### src/design/modular_poly_from_roots_defines.svh
// Assertion macros used by the polynomial-from-roots top level
`ifndef MODULAR_POLY_FROM_ROOTS_DEFINES_SVH
`define MODULAR_POLY_FROM_ROOTS_DEFINES_SVH
`ifndef NO_ASSERTIONS
// Same-cycle implication, disabled while reset is high
`define MPFR_ASSERT_IMP(lbl, clk, rst, ante, cons) \
   lbl: assert property (@(posedge clk) disable iff (rst) (ante) |-> (cons)) \
      else $error("mpfr: same-cycle check failed");
// Next-cycle implication, disabled while reset is high
`define MPFR_ASSERT_NEXT(lbl, clk, rst, ante, cons) \
   lbl: assert property (@(posedge clk) disable iff (rst) (ante) |=> (cons)) \
      else $error("mpfr: next-cycle check failed");
`else
`define MPFR_ASSERT_IMP(lbl, clk, rst, ante, cons)
`define MPFR_ASSERT_NEXT(lbl, clk, rst, ante, cons)
`endif
`endif

### src/design/mpfr_pkg.sv
// Types and constants of the modular polynomial-from-roots block
package mpfr_pkg;

   localparam int COEFF_W    = 63;
   localparam int ROOT_W     = 64;
   localparam int DEG_W      = 4;
   localparam int RC_W       = 4;
   localparam int STEPS      = 64;
   localparam int STEP_CNT_W = $clog2(STEPS);

   localparam logic [COEFF_W-1:0] COEFF_ONE     = COEFF_W'(1);
   localparam logic [COEFF_W-1:0] MODULUS_RESET = COEFF_W'(65537);
   localparam logic [RC_W-1:0]    ROOT_CNT_RESET = RC_W'(3);

   typedef logic [0:0] csr_index_type;
   localparam csr_index_type CSR_MODULUS    = 1'b0;
   localparam csr_index_type CSR_ROOT_COUNT = 1'b1;

   typedef struct packed {
      logic [ROOT_W-1:0] root;
   } req_payload_type;

   typedef struct packed {
      logic [COEFF_W-1:0] coefficient;
      logic [DEG_W-1:0]   degree;
      logic               last;
   } rsp_payload_type;

   // Status returned by the bit-serial arithmetic units
   typedef struct packed {
      logic               done;
      logic [COEFF_W-1:0] result;
   } unit_sts_type;

   typedef enum logic [2:0] {
      ST_IDLE,
      ST_ROOT,
      ST_FETCH,
      ST_START,
      ST_RUN,
      ST_STORE,
      ST_EMIT_RD,
      ST_EMIT_LD
   } state_type;

endpackage

### src/design/mpfr_stream_if.sv
// Valid/ready stream channel carrying one payload per transaction
interface mpfr_stream_if #(parameter type payload_type = logic);
   logic        valid;
   logic        ready;
   payload_type payload;

   modport source (output valid, output payload, input ready);
   modport sink (input valid, input payload, output ready);
endinterface

### src/design/mpfr_reduce.sv
// Bit-serial reduction of a 64-bit value modulo the configured modulus
module mpfr_reduce (
   input  logic                            clock,
   input  logic                            reset,
   input  logic                            start,
   input  logic [mpfr_pkg::ROOT_W-1:0]     x,
   input  logic [mpfr_pkg::COEFF_W-1:0]    modulus,
   output mpfr_pkg::unit_sts_type          sts
);
   import mpfr_pkg::*;

   logic [ROOT_W-1:0]     x_ff;
   logic [COEFF_W-1:0]    rem_ff;
   logic [COEFF_W-1:0]    rem_in;
   logic [STEP_CNT_W-1:0] cnt_ff;
   logic                  busy_ff;
   logic                  done_ff;
   logic [ROOT_W-1:0]     shifted;
   logic [ROOT_W-1:0]     trial;

   // Bring in the next bit, most significant first, and subtract once
   assign shifted = {rem_ff, x_ff[ROOT_W-1]};
   assign trial   = shifted - {1'b0, modulus};
   assign rem_in  = (shifted >= {1'b0, modulus}) ? trial[COEFF_W-1:0]
                                                 : shifted[COEFF_W-1:0];

   // Step counter and completion pulse
   always_ff @(posedge clock) begin
      if (reset) begin
         busy_ff <= 1'b0;
         done_ff <= 1'b0;
         cnt_ff  <= '0;
      end else begin
         done_ff <= 1'b0;
         if (start) begin
            busy_ff <= 1'b1;
            cnt_ff  <= '0;
         end else if (busy_ff) begin
            cnt_ff <= cnt_ff + 1'b1;
            if (cnt_ff == STEP_CNT_W'(STEPS - 1)) begin
               busy_ff <= 1'b0;
               done_ff <= 1'b1;
            end
         end
      end
   end

   // Operand shifter and partial remainder
   always_ff @(posedge clock) begin
      if (start) begin
         x_ff   <= x;
         rem_ff <= '0;
      end else if (busy_ff) begin
         x_ff   <= x_ff << 1;
         rem_ff <= rem_in;
      end
   end

   // A zero modulus reduces everything to zero
   assign sts.done   = done_ff;
   assign sts.result = (modulus == '0) ? '0 : rem_ff;

endmodule

### src/design/mpfr_mulmod.sv
// Interleaved double-and-add modular multiplier, one multiplier bit per cycle
module mpfr_mulmod (
   input  logic                            clock,
   input  logic                            reset,
   input  logic                            start,
   input  logic [mpfr_pkg::COEFF_W-1:0]    a,
   input  logic [mpfr_pkg::COEFF_W-1:0]    b,
   input  logic [mpfr_pkg::COEFF_W-1:0]    modulus,
   output mpfr_pkg::unit_sts_type          sts
);
   import mpfr_pkg::*;

   logic [COEFF_W-1:0]    a_ff;
   logic [COEFF_W-1:0]    b_ff;
   logic [COEFF_W-1:0]    acc_ff;
   logic [STEP_CNT_W-1:0] cnt_ff;
   logic                  busy_ff;
   logic                  done_ff;
   logic [COEFF_W:0]      mod_ext;
   logic [COEFF_W:0]      acc_sum;
   logic [COEFF_W:0]      acc_trial;
   logic [COEFF_W:0]      dbl_sum;
   logic [COEFF_W:0]      dbl_trial;
   logic [COEFF_W-1:0]    acc_in;
   logic [COEFF_W-1:0]    a_in;

   // Both operands stay below the modulus, so one subtract corrects each sum
   assign mod_ext   = {1'b0, modulus};
   assign acc_sum   = {1'b0, acc_ff} + {1'b0, a_ff};
   assign acc_trial = acc_sum - mod_ext;
   assign dbl_sum   = {a_ff, 1'b0};
   assign dbl_trial = dbl_sum - mod_ext;
   assign acc_in    = !b_ff[0] ? acc_ff :
                      (acc_sum >= mod_ext) ? acc_trial[COEFF_W-1:0] : acc_sum[COEFF_W-1:0];
   assign a_in      = (dbl_sum >= mod_ext) ? dbl_trial[COEFF_W-1:0] : dbl_sum[COEFF_W-1:0];

   // Step counter and completion pulse
   always_ff @(posedge clock) begin
      if (reset) begin
         busy_ff <= 1'b0;
         done_ff <= 1'b0;
         cnt_ff  <= '0;
      end else begin
         done_ff <= 1'b0;
         if (start) begin
            busy_ff <= 1'b1;
            cnt_ff  <= '0;
         end else if (busy_ff) begin
            cnt_ff <= cnt_ff + 1'b1;
            if (cnt_ff == STEP_CNT_W'(STEPS - 1)) begin
               busy_ff <= 1'b0;
               done_ff <= 1'b1;
            end
         end
      end
   end

   // Accumulate, double the multiplicand, walk the multiplier from its low bit
   always_ff @(posedge clock) begin
      if (start) begin
         a_ff   <= a;
         b_ff   <= b;
         acc_ff <= '0;
      end else if (busy_ff) begin
         a_ff   <= a_in;
         b_ff   <= b_ff >> 1;
         acc_ff <= acc_in;
      end
   end

   assign sts.done   = done_ff;
   assign sts.result = (modulus == '0) ? '0 : acc_ff;

endmodule

### src/design/modular_poly_from_roots.sv
// Top level: coefficient memory, fold sequencer and coefficient emission
// Each accepted root is reduced modulo the modulus, negated and folded into the
// coefficient vector kept in a synchronous memory with one write and one read
// port, one coefficient at a time from the highest degree down. A shared
// bit-serial reducer and a bit-serial modular multiplier, 64 steps each, run
// side by side per coefficient. Once the polynomial holds root_count roots
// (zero acts as one, values above MAX_ROOTS act as MAX_ROOTS), its k + 2
// coefficients, k being the roots held before the last one, leave lowest degree
// first, each read and then loaded into the result register, waiting while it
// is still full and the sink is not ready, with last set on the highest one; the
// vector returns to the constant one at once. The result register lets a new
// root be taken while the final coefficient still waits. Configuration is to be
// written only while idle, by the user; the block itself does not enforce it.
`include "modular_poly_from_roots_defines.svh"
module modular_poly_from_roots #(
   parameter int MAX_ROOTS = 8
) (
   input  logic                            clock,
   input  logic                            reset,
   mpfr_stream_if.sink                     req_ch,
   mpfr_stream_if.source                   rsp_ch,
   input  logic                            csr_we,
   input  mpfr_pkg::csr_index_type         csr_index,
   input  logic [mpfr_pkg::COEFF_W-1:0]    csr_wdata
);
   import mpfr_pkg::*;

   localparam int Depth = MAX_ROOTS + 1;
   localparam int AddrW = $clog2(Depth);
   localparam int CmpW  = (AddrW > RC_W) ? AddrW : RC_W;

   // Configuration
   logic [COEFF_W-1:0] modulus_ff;
   logic [RC_W-1:0]    root_count_ff;

   // Sequencer
   state_type          state_ff;
   state_type          state_in;
   logic               req_ready;
   logic               red_start;
   logic               mul_start;
   logic               mem_we;
   logic               out_load;
   logic [AddrW-1:0]   roots_taken_ff;
   logic [AddrW-1:0]   p_ff;
   logic [AddrW-1:0]   top_ff;
   logic [AddrW-1:0]   ep_ff;
   logic [AddrW-1:0]   n_sel;
   logic [CmpW-1:0]    rc_ext;
   logic [CmpW-1:0]    d_eff;
   logic               emit_now;
   logic               emit_last;

   // Datapath
   logic [COEFF_W-1:0] neg_ff;
   logic [COEFF_W-1:0] upper_ff;
   logic [ROOT_W-1:0]  red_x;
   unit_sts_type       red_sts;
   unit_sts_type       mul_sts;
   logic [COEFF_W:0]   sum;
   logic [COEFF_W:0]   sum_trial;
   logic [COEFF_W-1:0] mem_wdata;

   // Coefficient memory and its entry-valid flags
   logic [COEFF_W-1:0] coeff_mem [Depth];
   logic [Depth-1:0]   valid_ff;
   logic [AddrW-1:0]   rd_addr;
   logic [COEFF_W-1:0] mem_rd_ff;
   logic               rd_hit_ff;
   logic               rd_zero_ff;
   logic [COEFF_W-1:0] rd_val;

   // Output register
   logic               rsp_valid_ff;
   rsp_payload_type    rsp_pl_ff;

   // Arithmetic units
   mpfr_reduce u_reduce (
      .clock   (clock),
      .reset   (reset),
      .start   (red_start),
      .x       (red_x),
      .modulus (modulus_ff),
      .sts     (red_sts)
   );

   mpfr_mulmod u_mulmod (
      .clock   (clock),
      .reset   (reset),
      .start   (mul_start),
      .a       (upper_ff),
      .b       (neg_ff),
      .modulus (modulus_ff),
      .sts     (mul_sts)
   );

   // Effective degree and position bookkeeping
   assign n_sel     = (roots_taken_ff >= AddrW'(MAX_ROOTS - 1)) ? AddrW'(MAX_ROOTS - 1)
                                                                : roots_taken_ff;
   assign rc_ext    = CmpW'(root_count_ff);
   assign d_eff     = (root_count_ff == '0) ? CmpW'(1) :
                      (rc_ext > CmpW'(MAX_ROOTS)) ? CmpW'(MAX_ROOTS) : rc_ext;
   assign emit_now  = CmpW'(top_ff) >= d_eff;
   assign emit_last = (ep_ff == top_ff);

   // Reducer takes the root on acceptance, the stored coefficient below p later
   assign red_x = (state_ff != ST_START) ? req_ch.payload.root :
                  (p_ff == '0) ? '0 : {1'b0, rd_val};

   // New coefficient: product plus the reduced lower neighbour, one correction
   assign sum       = {1'b0, mul_sts.result} + {1'b0, red_sts.result};
   assign sum_trial = sum - {1'b0, modulus_ff};
   assign mem_wdata = (sum >= {1'b0, modulus_ff}) ? sum_trial[COEFF_W-1:0]
                                                  : sum[COEFF_W-1:0];

   // Read address: emission index while emitting, coefficient below p while folding
   assign rd_addr = (state_ff == ST_EMIT_RD || state_ff == ST_EMIT_LD) ? ep_ff :
                    (p_ff == '0) ? '0 : AddrW'(p_ff - 1'b1);

   // Entries never written since the last clear read as zero, entry zero as the constant one
   assign rd_val = rd_hit_ff ? mem_rd_ff : (rd_zero_ff ? COEFF_ONE : '0);

   // State register
   always_ff @(posedge clock) begin
      if (reset) begin
         state_ff <= ST_IDLE;
      end else begin
         state_ff <= state_in;
      end
   end

   // Next state and sequencer strobes
   always_comb begin
      state_in  = state_ff;
      req_ready = 1'b0;
      red_start = 1'b0;
      mul_start = 1'b0;
      mem_we    = 1'b0;
      out_load  = 1'b0;
      unique case (state_ff)
         ST_IDLE: begin
            req_ready = 1'b1;
            if (req_ch.valid) begin
               red_start = 1'b1;
               state_in  = ST_ROOT;
            end
         end
         ST_ROOT: begin
            if (red_sts.done) state_in = ST_FETCH;
         end
         ST_FETCH: begin
            state_in = ST_START;
         end
         ST_START: begin
            red_start = 1'b1;
            mul_start = 1'b1;
            state_in  = ST_RUN;
         end
         ST_RUN: begin
            if (mul_sts.done) state_in = ST_STORE;
         end
         ST_STORE: begin
            mem_we = 1'b1;
            if (p_ff != '0) begin
               state_in = ST_FETCH;
            end else if (emit_now) begin
               state_in = ST_EMIT_RD;
            end else begin
               state_in = ST_IDLE;
            end
         end
         ST_EMIT_RD: begin
            state_in = ST_EMIT_LD;
         end
         ST_EMIT_LD: begin
            if (!rsp_valid_ff || rsp_ch.ready) begin
               out_load = 1'b1;
               state_in = emit_last ? ST_IDLE : ST_EMIT_RD;
            end
         end
         default: state_in = ST_IDLE;
      endcase
   end

   assign req_ch.ready = req_ready;

   // Configuration writes
   always_ff @(posedge clock) begin
      if (reset) begin
         modulus_ff    <= MODULUS_RESET;
         root_count_ff <= ROOT_CNT_RESET;
      end else if (csr_we) begin
         unique case (csr_index)
            CSR_MODULUS:    modulus_ff    <= csr_wdata;
            CSR_ROOT_COUNT: root_count_ff <= csr_wdata[RC_W-1:0];
            default: ;
         endcase
      end
   end

   // Fold and emission counters, valid flags, result handshake
   always_ff @(posedge clock) begin
      if (reset) begin
         roots_taken_ff <= '0;
         p_ff           <= '0;
         top_ff         <= '0;
         ep_ff          <= '0;
         valid_ff       <= '0;
         rsp_valid_ff   <= 1'b0;
      end else begin
         if (req_ready && req_ch.valid) begin
            p_ff   <= AddrW'(n_sel + 1'b1);
            top_ff <= AddrW'(n_sel + 1'b1);
         end
         if (mem_we) begin
            valid_ff[p_ff] <= 1'b1;
            if (p_ff != '0) begin
               p_ff <= AddrW'(p_ff - 1'b1);
            end else begin
               roots_taken_ff <= top_ff;
               ep_ff          <= '0;
            end
         end
         if (out_load) begin
            if (emit_last) begin
               valid_ff       <= '0;
               roots_taken_ff <= '0;
            end else begin
               ep_ff <= AddrW'(ep_ff + 1'b1);
            end
         end
         if (out_load) begin
            rsp_valid_ff <= 1'b1;
         end else if (rsp_ch.ready) begin
            rsp_valid_ff <= 1'b0;
         end
      end
   end

   // Negated root, upper operand and result payload
   always_ff @(posedge clock) begin
      if (state_ff == ST_ROOT && red_sts.done) begin
         neg_ff <= (red_sts.result == '0) ? '0 : modulus_ff - red_sts.result;
      end
      if (req_ready && req_ch.valid) begin
         upper_ff <= '0;
      end else if (mem_we) begin
         upper_ff <= red_sts.result;
      end
      if (out_load) begin
         rsp_pl_ff.coefficient <= rd_val;
         rsp_pl_ff.degree      <= DEG_W'(ep_ff);
         rsp_pl_ff.last        <= emit_last;
      end
   end

   // Coefficient memory: one write, one registered read per cycle
   always_ff @(posedge clock) begin
      if (mem_we) begin
         coeff_mem[p_ff] <= mem_wdata;
      end
      mem_rd_ff  <= coeff_mem[rd_addr];
      rd_hit_ff  <= valid_ff[rd_addr];
      rd_zero_ff <= (rd_addr == '0);
   end

   assign rsp_ch.valid   = rsp_valid_ff;
   assign rsp_ch.payload = rsp_pl_ff;

   // Checks
   `MPFR_ASSERT_IMP(a_units_aligned, clock, reset, state_ff == ST_RUN, red_sts.done == mul_sts.done)
   `MPFR_ASSERT_IMP(a_write_in_range, clock, reset, mem_we, p_ff <= top_ff)
   `MPFR_ASSERT_NEXT(a_clear_after_emit, clock, reset, out_load && emit_last, roots_taken_ff == '0 && valid_ff == '0)

endmodule

### src/flat_wrapper.sv
// flat-port wrapper written by rule: the top's interface ports become plain ports
module modular_poly_from_roots_flat import mpfr_pkg::*;
#(
   parameter int MAX_ROOTS = 8
)
  (clock, reset, csr_we, csr_index, csr_wdata, req_ch_valid, req_ch_payload, req_ch_ready, rsp_ch_valid, rsp_ch_payload, rsp_ch_ready);
  mpfr_stream_if #(.payload_type(req_payload_type)) req_ch_i ();
  mpfr_stream_if #(.payload_type(rsp_payload_type)) rsp_ch_i ();
  input  logic clock;
  input  logic reset;
  input  logic csr_we;
  input  mpfr_pkg::csr_index_type csr_index;
  input  logic [mpfr_pkg::COEFF_W-1:0] csr_wdata;
  input wire logic [$bits(req_ch_i.valid)-1:0] req_ch_valid;
  input wire logic [$bits(req_ch_i.payload)-1:0] req_ch_payload;
  output wire logic [$bits(req_ch_i.ready)-1:0] req_ch_ready;
  output wire logic [$bits(rsp_ch_i.valid)-1:0] rsp_ch_valid;
  output wire logic [$bits(rsp_ch_i.payload)-1:0] rsp_ch_payload;
  input wire logic [$bits(rsp_ch_i.ready)-1:0] rsp_ch_ready;
  assign req_ch_i.valid = req_ch_valid;
  assign req_ch_i.payload = req_ch_payload;
  assign req_ch_ready = req_ch_i.ready;
  assign rsp_ch_valid = rsp_ch_i.valid;
  assign rsp_ch_payload = rsp_ch_i.payload;
  assign rsp_ch_i.ready = rsp_ch_ready;
  modular_poly_from_roots #(.MAX_ROOTS(MAX_ROOTS)) u_core (.clock(clock), .reset(reset), .req_ch(req_ch_i), .rsp_ch(rsp_ch_i), .csr_we(csr_we), .csr_index(csr_index), .csr_wdata(csr_wdata));
endmodule
### config.mk
export PLATFORM = sky130hd
export DESIGN_NAME = modular_poly_from_roots_flat
export DESIGN_NICKNAME = d
export VERILOG_FILES = /design/src/design/mpfr_pkg.sv /design/src/design/mpfr_stream_if.sv /design/src/design/mpfr_reduce.sv /design/src/design/mpfr_mulmod.sv /design/src/design/modular_poly_from_roots.sv /design/src/flat_wrapper.sv
export VERILOG_INCLUDE_DIRS = /design/src /design/src/design
export SDC_FILE = /design/constraint.sdc
export NUM_CORES = 2
export LEC_CHECK = 0
export BUFFER_PORTS_ARGS = -buffer_cell sky130_fd_sc_hd__buf_2
export CAP_MARGIN = 20
export CORE_AREA = 2 2 573 347
export DETAILED_ROUTE_END_ITERATION = 10
export DIE_AREA = 0 0 575 349
export PLACE_DENSITY = 0.52
export SKIP_CTS_REPAIR_TIMING = 1
export SKIP_LAST_GASP = 1
export SLEW_MARGIN = 20
export SYNTH_ARGS = -nofsm -noshare
export SYNTH_HDL_FRONTEND = slang
export SYNTH_HIERARCHICAL = 1
export SYNTH_SLANG_ARGS = --single-unit
### constraint.sdc
create_clock -name clock -period 18.4 [get_ports clock]
set_input_delay 3.68 -clock clock [delete_from_list [all_inputs] [get_ports clock]]
set_output_delay 3.68 -clock clock [all_outputs]
set_load 0.01 [all_outputs]
# Word-level counts from Yosys, hierarchy flattened
# Memory sizes are Yosys's and may differ from the RTL's. A register that Yosys moved wholly into a read port is not among the register bits.
# Index checks and enable logic that the tools add are counted.
# W data, S select, Z words.
[word_totals]
reg_bits = 624
ram_bits = 567
wordCells = 159
n_memories = 1
[classes]
addsub = 12
n_lt_le_gt_ge = 10
n_eq_ne = 15
n_mux = 66
bitwise_logic = 4
n_reduce_logical = 24
[mem_list]
columns = ["memory", "words", "width", "rd", "rd_clocked_by_memory_dff", "write_ports", "line", "rtl"]
rows = [
  ["u_core.coeff_mem", 9, 63, 1, 1, 1, "modular_poly_from_roots.sv:65", "logic [COEFF_W-1:0] coeff_mem [Depth];"],
]
[op_table]
columns = ["op", "count"]
rows = [
  ["$mux W63", 12],
  ["$sub A63 B63 Y63", 5],
  ["$ge A64 B63 Y1", 4],
  ["$mux W64", 3],
  ["$add A63 B63 Y64", 2],
  ["$logic_not A63 Y1", 2],
  ["$mux W4", 16],
  ["$mux W9", 3],
  ["$pmux W3 S8", 1],
  ["$mux W1", 21],
  ["$mux W3", 7],
  ["$add A6 B1 Y6 const B", 2],
  ["$eq A3 B3 Y1 const B", 4],
  ["$eq A6 B6 Y1 const B", 2],
  ["$logic_not A4 Y1", 3],
  ["$lt A4 B5 Y1 const B", 2],
  ["$or A9 B9 Y9", 1],
  ["$add A4 B1 Y4 const B", 2],
  ["$ne A2 B2 Y1 const B", 4],
  ["$eq A3 B2 Y1 const B", 2],
  ["$reduce_and A2 Y1", 3],
  ["$reduce_bool A2 Y1", 3],
  ["$reduce_or A3 Y1", 2],
  ["$bmux W1 S4", 1],
  ["18 further kinds", 24],
]

# Longest topological paths before layout
[depth]
word_depth = 8
mapped_depth = 31
depth_no_buf = 26

# Hierarchy
# Netlist, hierarchy kept.
[modules_own_cells]
columns = ["mod", "instances", "cells_per_inst", "area_per_inst_um2"]
rows = [
  ["modular_poly_from_roots", 1, 4737, 46912.5],
  ["mpfr_mulmod", 1, 2585, 20681.1],
  ["mpfr_reduce", 1, 1206, 10273.6],
]

# Least setup slack after synthesis
# No wires, ideal clock.
[synth_timing]
path_type = "input port to flip-flop"
from = "input port rsp_ch_ready"
to = "register u_core.ep_ff[3]"
setup_ns = 0.128
arrival_time_ns = 8.078
required_time_ns = 18.272
slack_ns = 10.194
stages = 6
n_path_buf = 0
cell_sequence = "nand2b_1 -> nor2b_1 -> nand2b_1 -> mux2_2 -> a21oi_1 -> nor2_1"
[synth_between]
elab_chain_cells = 4
[synth_lines]
columns = ["element", "line", "rtl"]
rows = [
  ["start: declaration", "flat_wrapper.sv:19", "input wire logic [$bits(rsp_ch_i.ready)-1:0] rsp_ch_ready;"],
  ["$logic_or A1 B1 Y1", "modular_poly_from_roots.sv:176", "if (!rsp_valid_ff || rsp_ch.ready) begin"],
  ["$mux W1", "modular_poly_from_roots.sv:176", ""],
  ["$mux W1", "modular_poly_from_roots.sv:140", "unique case (state_ff)"],
  ["via u_core.out_load", "modular_poly_from_roots.sv:43", "logic out_load;"],
  ["$mux W4", "modular_poly_from_roots.sv:224", "if (out_load) begin"],
  ["end signal: assignment", "modular_poly_from_roots.sv:229", "ep_ff <= AddrW'(ep_ff + 1'b1);"],
  ["end: declaration", "modular_poly_from_roots.sv:47", "logic [AddrW-1:0] ep_ff;"],
]
# The timed path passes the listed nets, and every way through them passes these cells.
# A chain may end at the register's enable or synchronous reset.

==> impl_metrics.env <==
export IMPL_place_ws_ns=8.088
export IMPL_period_share_pct=57.75
export IMPL_synth_top_cell_by_area="edfxtp_1"
export IMPL_gp_congestion=1.040
export IMPL_antenna_found_initial=45
export IMPL_nNetsFinal=9090
export IMPL_numCtsBuffers=140
export IMPL_synth_edf_count=888
export IMPL_dp_cells=10980
export IMPL_clock_latency_ns=0.82
export IMPL_drive_above_1_share_pct=9.114
export IMPL_max_slew_margin_rel_pct=21.13
export IMPL_ys_flop_type="edfxtp_1"
export IMPL_track_usage_pct=32.75
export IMPL_wirelength_mm=339.2
export IMPL_rsz0062_at_grt="no"
export IMPL_seqCellArea_um2=34000
export IMPL_ys_seq_area_share_pct=43.65
export IMPL_grt_pass1_vias=62030
export IMPL_start_util_pct=39.83
export IMPL_crit_path_end_kind="flop"
export IMPL_cts_tree="done"
export IMPL_layout_cells_non_filler=11240
export IMPL_critPathArrivalTime_ns=11.09
export IMPL_slew_violations=0
export IMPL_coreArea_um2=195500
export IMPL_syn_avg_cell_area_um2=9.131
export IMPL_die_area_um2=200700
export IMPL_grt_use_met3_pct=11.06
export IMPL_clockBufferDepth=4
export IMPL_nFillCells=19230
export IMPL_pin_count=203
export IMPL_ys_types=93
export IMPL_grt_pass1_wl_mm=473.7
export IMPL_routedWlPerCell_um=30.17
export IMPL_fmax_mhz=94.11
export IMPL_fin_tns_setup_ns=0
export IMPL_fin_crit_ns=10.63
export IMPL_yosysWarnings=6
export IMPL_cp_num_buf_inv=2
export IMPL_final_area_um2=85650
export IMPL_via_per_inst=6.072
export IMPL_synth_top_cells_by_area="edfxtp_1, dfxtp_1, ha_1, nand2_1, a21oi_1"
export IMPL_io_buffers=202
export IMPL_fin_ws_ns=7.774
export IMPL_postPlaceCellArea_um2=81230
export IMPL_top_usage_layer="met1"
export IMPL_path_max_fanout=63
export IMPL_worst_path_max_delay_cell="nor4_1"
export IMPL_fin_worst_skew_ns=0.07886
export IMPL_clk_pin_slew_ns=0.08
export IMPL_multiInputGateArea_um2=40700
export IMPL_status="completed"
export IMPL_hp_class="flop to flop"
export IMPL_syn_area_um2=77870
export IMPL_die_w_um=575
export IMPL_synthCells=8528
export IMPL_synth_nets=9120
export IMPL_finalHoldViolations=0
export IMPL_cts_sinks=1254
export IMPL_grt_ovfl_total=0
export IMPL_synthArstFlopShare_pct=0
export IMPL_die_height_um=349
export IMPL_dr_pass1_iters=6
export IMPL_cts_htree_levels=4
export IMPL_synth_top_area_share_pct=34.24
export IMPL_routed_via_count=68260
export IMPL_report_final_setup_viol=0
export IMPL_area_growth_pct=9.990
export IMPL_crit_path_start_kind="flop"
export IMPL_cpLargestDelayFamily="compound AO/OA/AOI/OAI gates"
export IMPL_drc=0
export IMPL_cpPeakStageDelay_ns=0.74
export IMPL_ys_ff_latch=1254
export IMPL_grt_use_met2_pct=41.43
export IMPL_cts_root_buf="clkbuf_16"
export IMPL_grtUsageMet1_pct=52.10
export IMPL_tightest_slew_ns=1.180
export IMPL_drv_cap=0
export IMPL_criticalPathCategory="flop to flop"
export IMPL_place_hpwl_mm=262.5
export IMPL_required_ns=18.86
export IMPL_rows=126
export IMPL_ant_nets=0
export IMPL_drt_iter0_drc=8609
export IMPL_grt_max_degree=90
[per-stage QoR]
step                utilization [%]  hold WS [ns]
floorplan                         -        0.4329
detailed placement            41.55        0.4528
finish                        43.81        0.4582
global placement              41.55        0.4463
global route                  43.79        0.4764
CTS                           43.79        0.4610
[cell type report]
type	count	area share, %
Multi-Input combinational cell	6409	47.52
Sequential cell	1254	39.69
Clock buffer	187	4.570
Tap cell	2624	3.833
Timing Repair Buffer	301	2.066
Inverter	392	1.731
Clock inverter	59	0.5361
Antenna cell	16	0.04675
[worst paths after layout]
path	from	endpoint	slack [ns]	cells past startpoint
max	u_core/modulus_ff[3]	u_core/coeff_mem[0][24]	7.77	28
max reg2reg	u_core/modulus_ff[3]	u_core/coeff_mem[0][24]	7.77	28
min	u_core/upper_ff[12]	u_core/upper_ff[12]	0.46	2
min reg2reg	u_core/upper_ff[12]	u_core/upper_ff[12]	0.46	2
[registers in the layout, indices dropped and copies added (netlist names), 6 cells and up]
register / count
u_core/u_reduce/rem_ff: 63
u_core/mem_rd_ff: 63
u_core/u_mulmod/acc_ff: 63
u_core/u_mulmod/b_ff: 63
u_core/valid_ff: 9
u_core/upper_ff: 63
u_core/u_mulmod/a_ff: 63
u_core/modulus_ff: 63
u_core/neg_ff: 63
u_core/rsp_ch.payload: 68
u_core/u_mulmod/cnt_ff: 6
u_core/coeff_mem: 567
u_core/u_reduce/x_ff: 64
u_core/u_reduce/cnt_ff: 6
[layout by cell type (no fill, tap or decap), types with 95 or more instances in the layout]
| cell | count |
|---|---|
| a211oi_1 | 115 |
| a21o_1 | 213 |
| a21oi_1 | 797 |
| a311oi_1 | 107 |
| a31oi_1 | 126 |
| and2_1 | 105 |
| and3_1 | 117 |
| buf_2 | 201 |
| buf_4 | 99 |
| clkbuf_16 | 143 |
| dfxtp_1 | 364 |
| edfxtp_1 | 888 |
| ha_1 | 452 |
| inv_1 | 389 |
| mux2_2 | 171 |
| nand2_1 | 1347 |
| nand3_1 | 240 |
| nand4_1 | 154 |
| nor2_1 | 554 |
| nor2b_1 | 164 |
| nor3_1 | 105 |
| o21ai_0 | 366 |
| o21bai_1 | 95 |
| xnor2_1 | 231 |
| xor2_1 | 166 |
[cell families after synthesis]
logic type	count (synthesis)	synth area share [%]
AOI/OAI and AO/OA	2288	18.86
xor gates and xnor gates	398	4.486
adders and majority gates	459	7.443
buffers and inverters	865	4.342
DFF	1254	43.65
muxes	243	3.482
and+or+nand+nor	3021	17.73
[cells in the mapped netlist, types with 95 or more instances]
| cell type | count |
|---|---|
| o21ai_0 | 367 |
| nor2_1 | 557 |
| inv_1 | 392 |
| nor3_1 | 105 |
| nand3_1 | 240 |
| and3_1 | 120 |
| a211oi_1 | 117 |
| dfxtp_1 | 366 |
| nand4_1 | 154 |
| nor2b_1 | 166 |
| a21o_1 | 214 |
| xnor2_1 | 231 |
| mux2_2 | 171 |
| clkbuf_1 | 399 |
| a311oi_1 | 107 |
| nand2_1 | 1348 |
| ha_1 | 452 |
| xor2_1 | 166 |
| a31oi_1 | 127 |
| a21oi_1 | 799 |
| edfxtp_1 | 888 |
| o21bai_1 | 95 |
| and2_1 | 111 |
[tightest hold or removal path, delay by kind of cell (launching register included)]
kind / cells / cell delay [ns]
flip-flops: 1 / 0.31
AND/OR/NAND/NOR: 1 / 0.05
AO/OA/AOI/OAI: 1 / 0.05
[per-layer routing]
| layer | wire [um] | vias to the layer above | share of wire, % |
|---|---|---|---|
| met1 | 167000 | 33830 | 49 |
| met3 | 40850 | 341 | 12 |
| met2 | 124600 | 3148 | 37 |
| met5 | 152 | - | 0.045 |
| met4 | 6589 | 24 | 1.9 |
| li1 | - | 30920 | - |
Power is not shown: default switching activity piles up to over one toggle a cycle in this logic, so the estimate is an artifact.
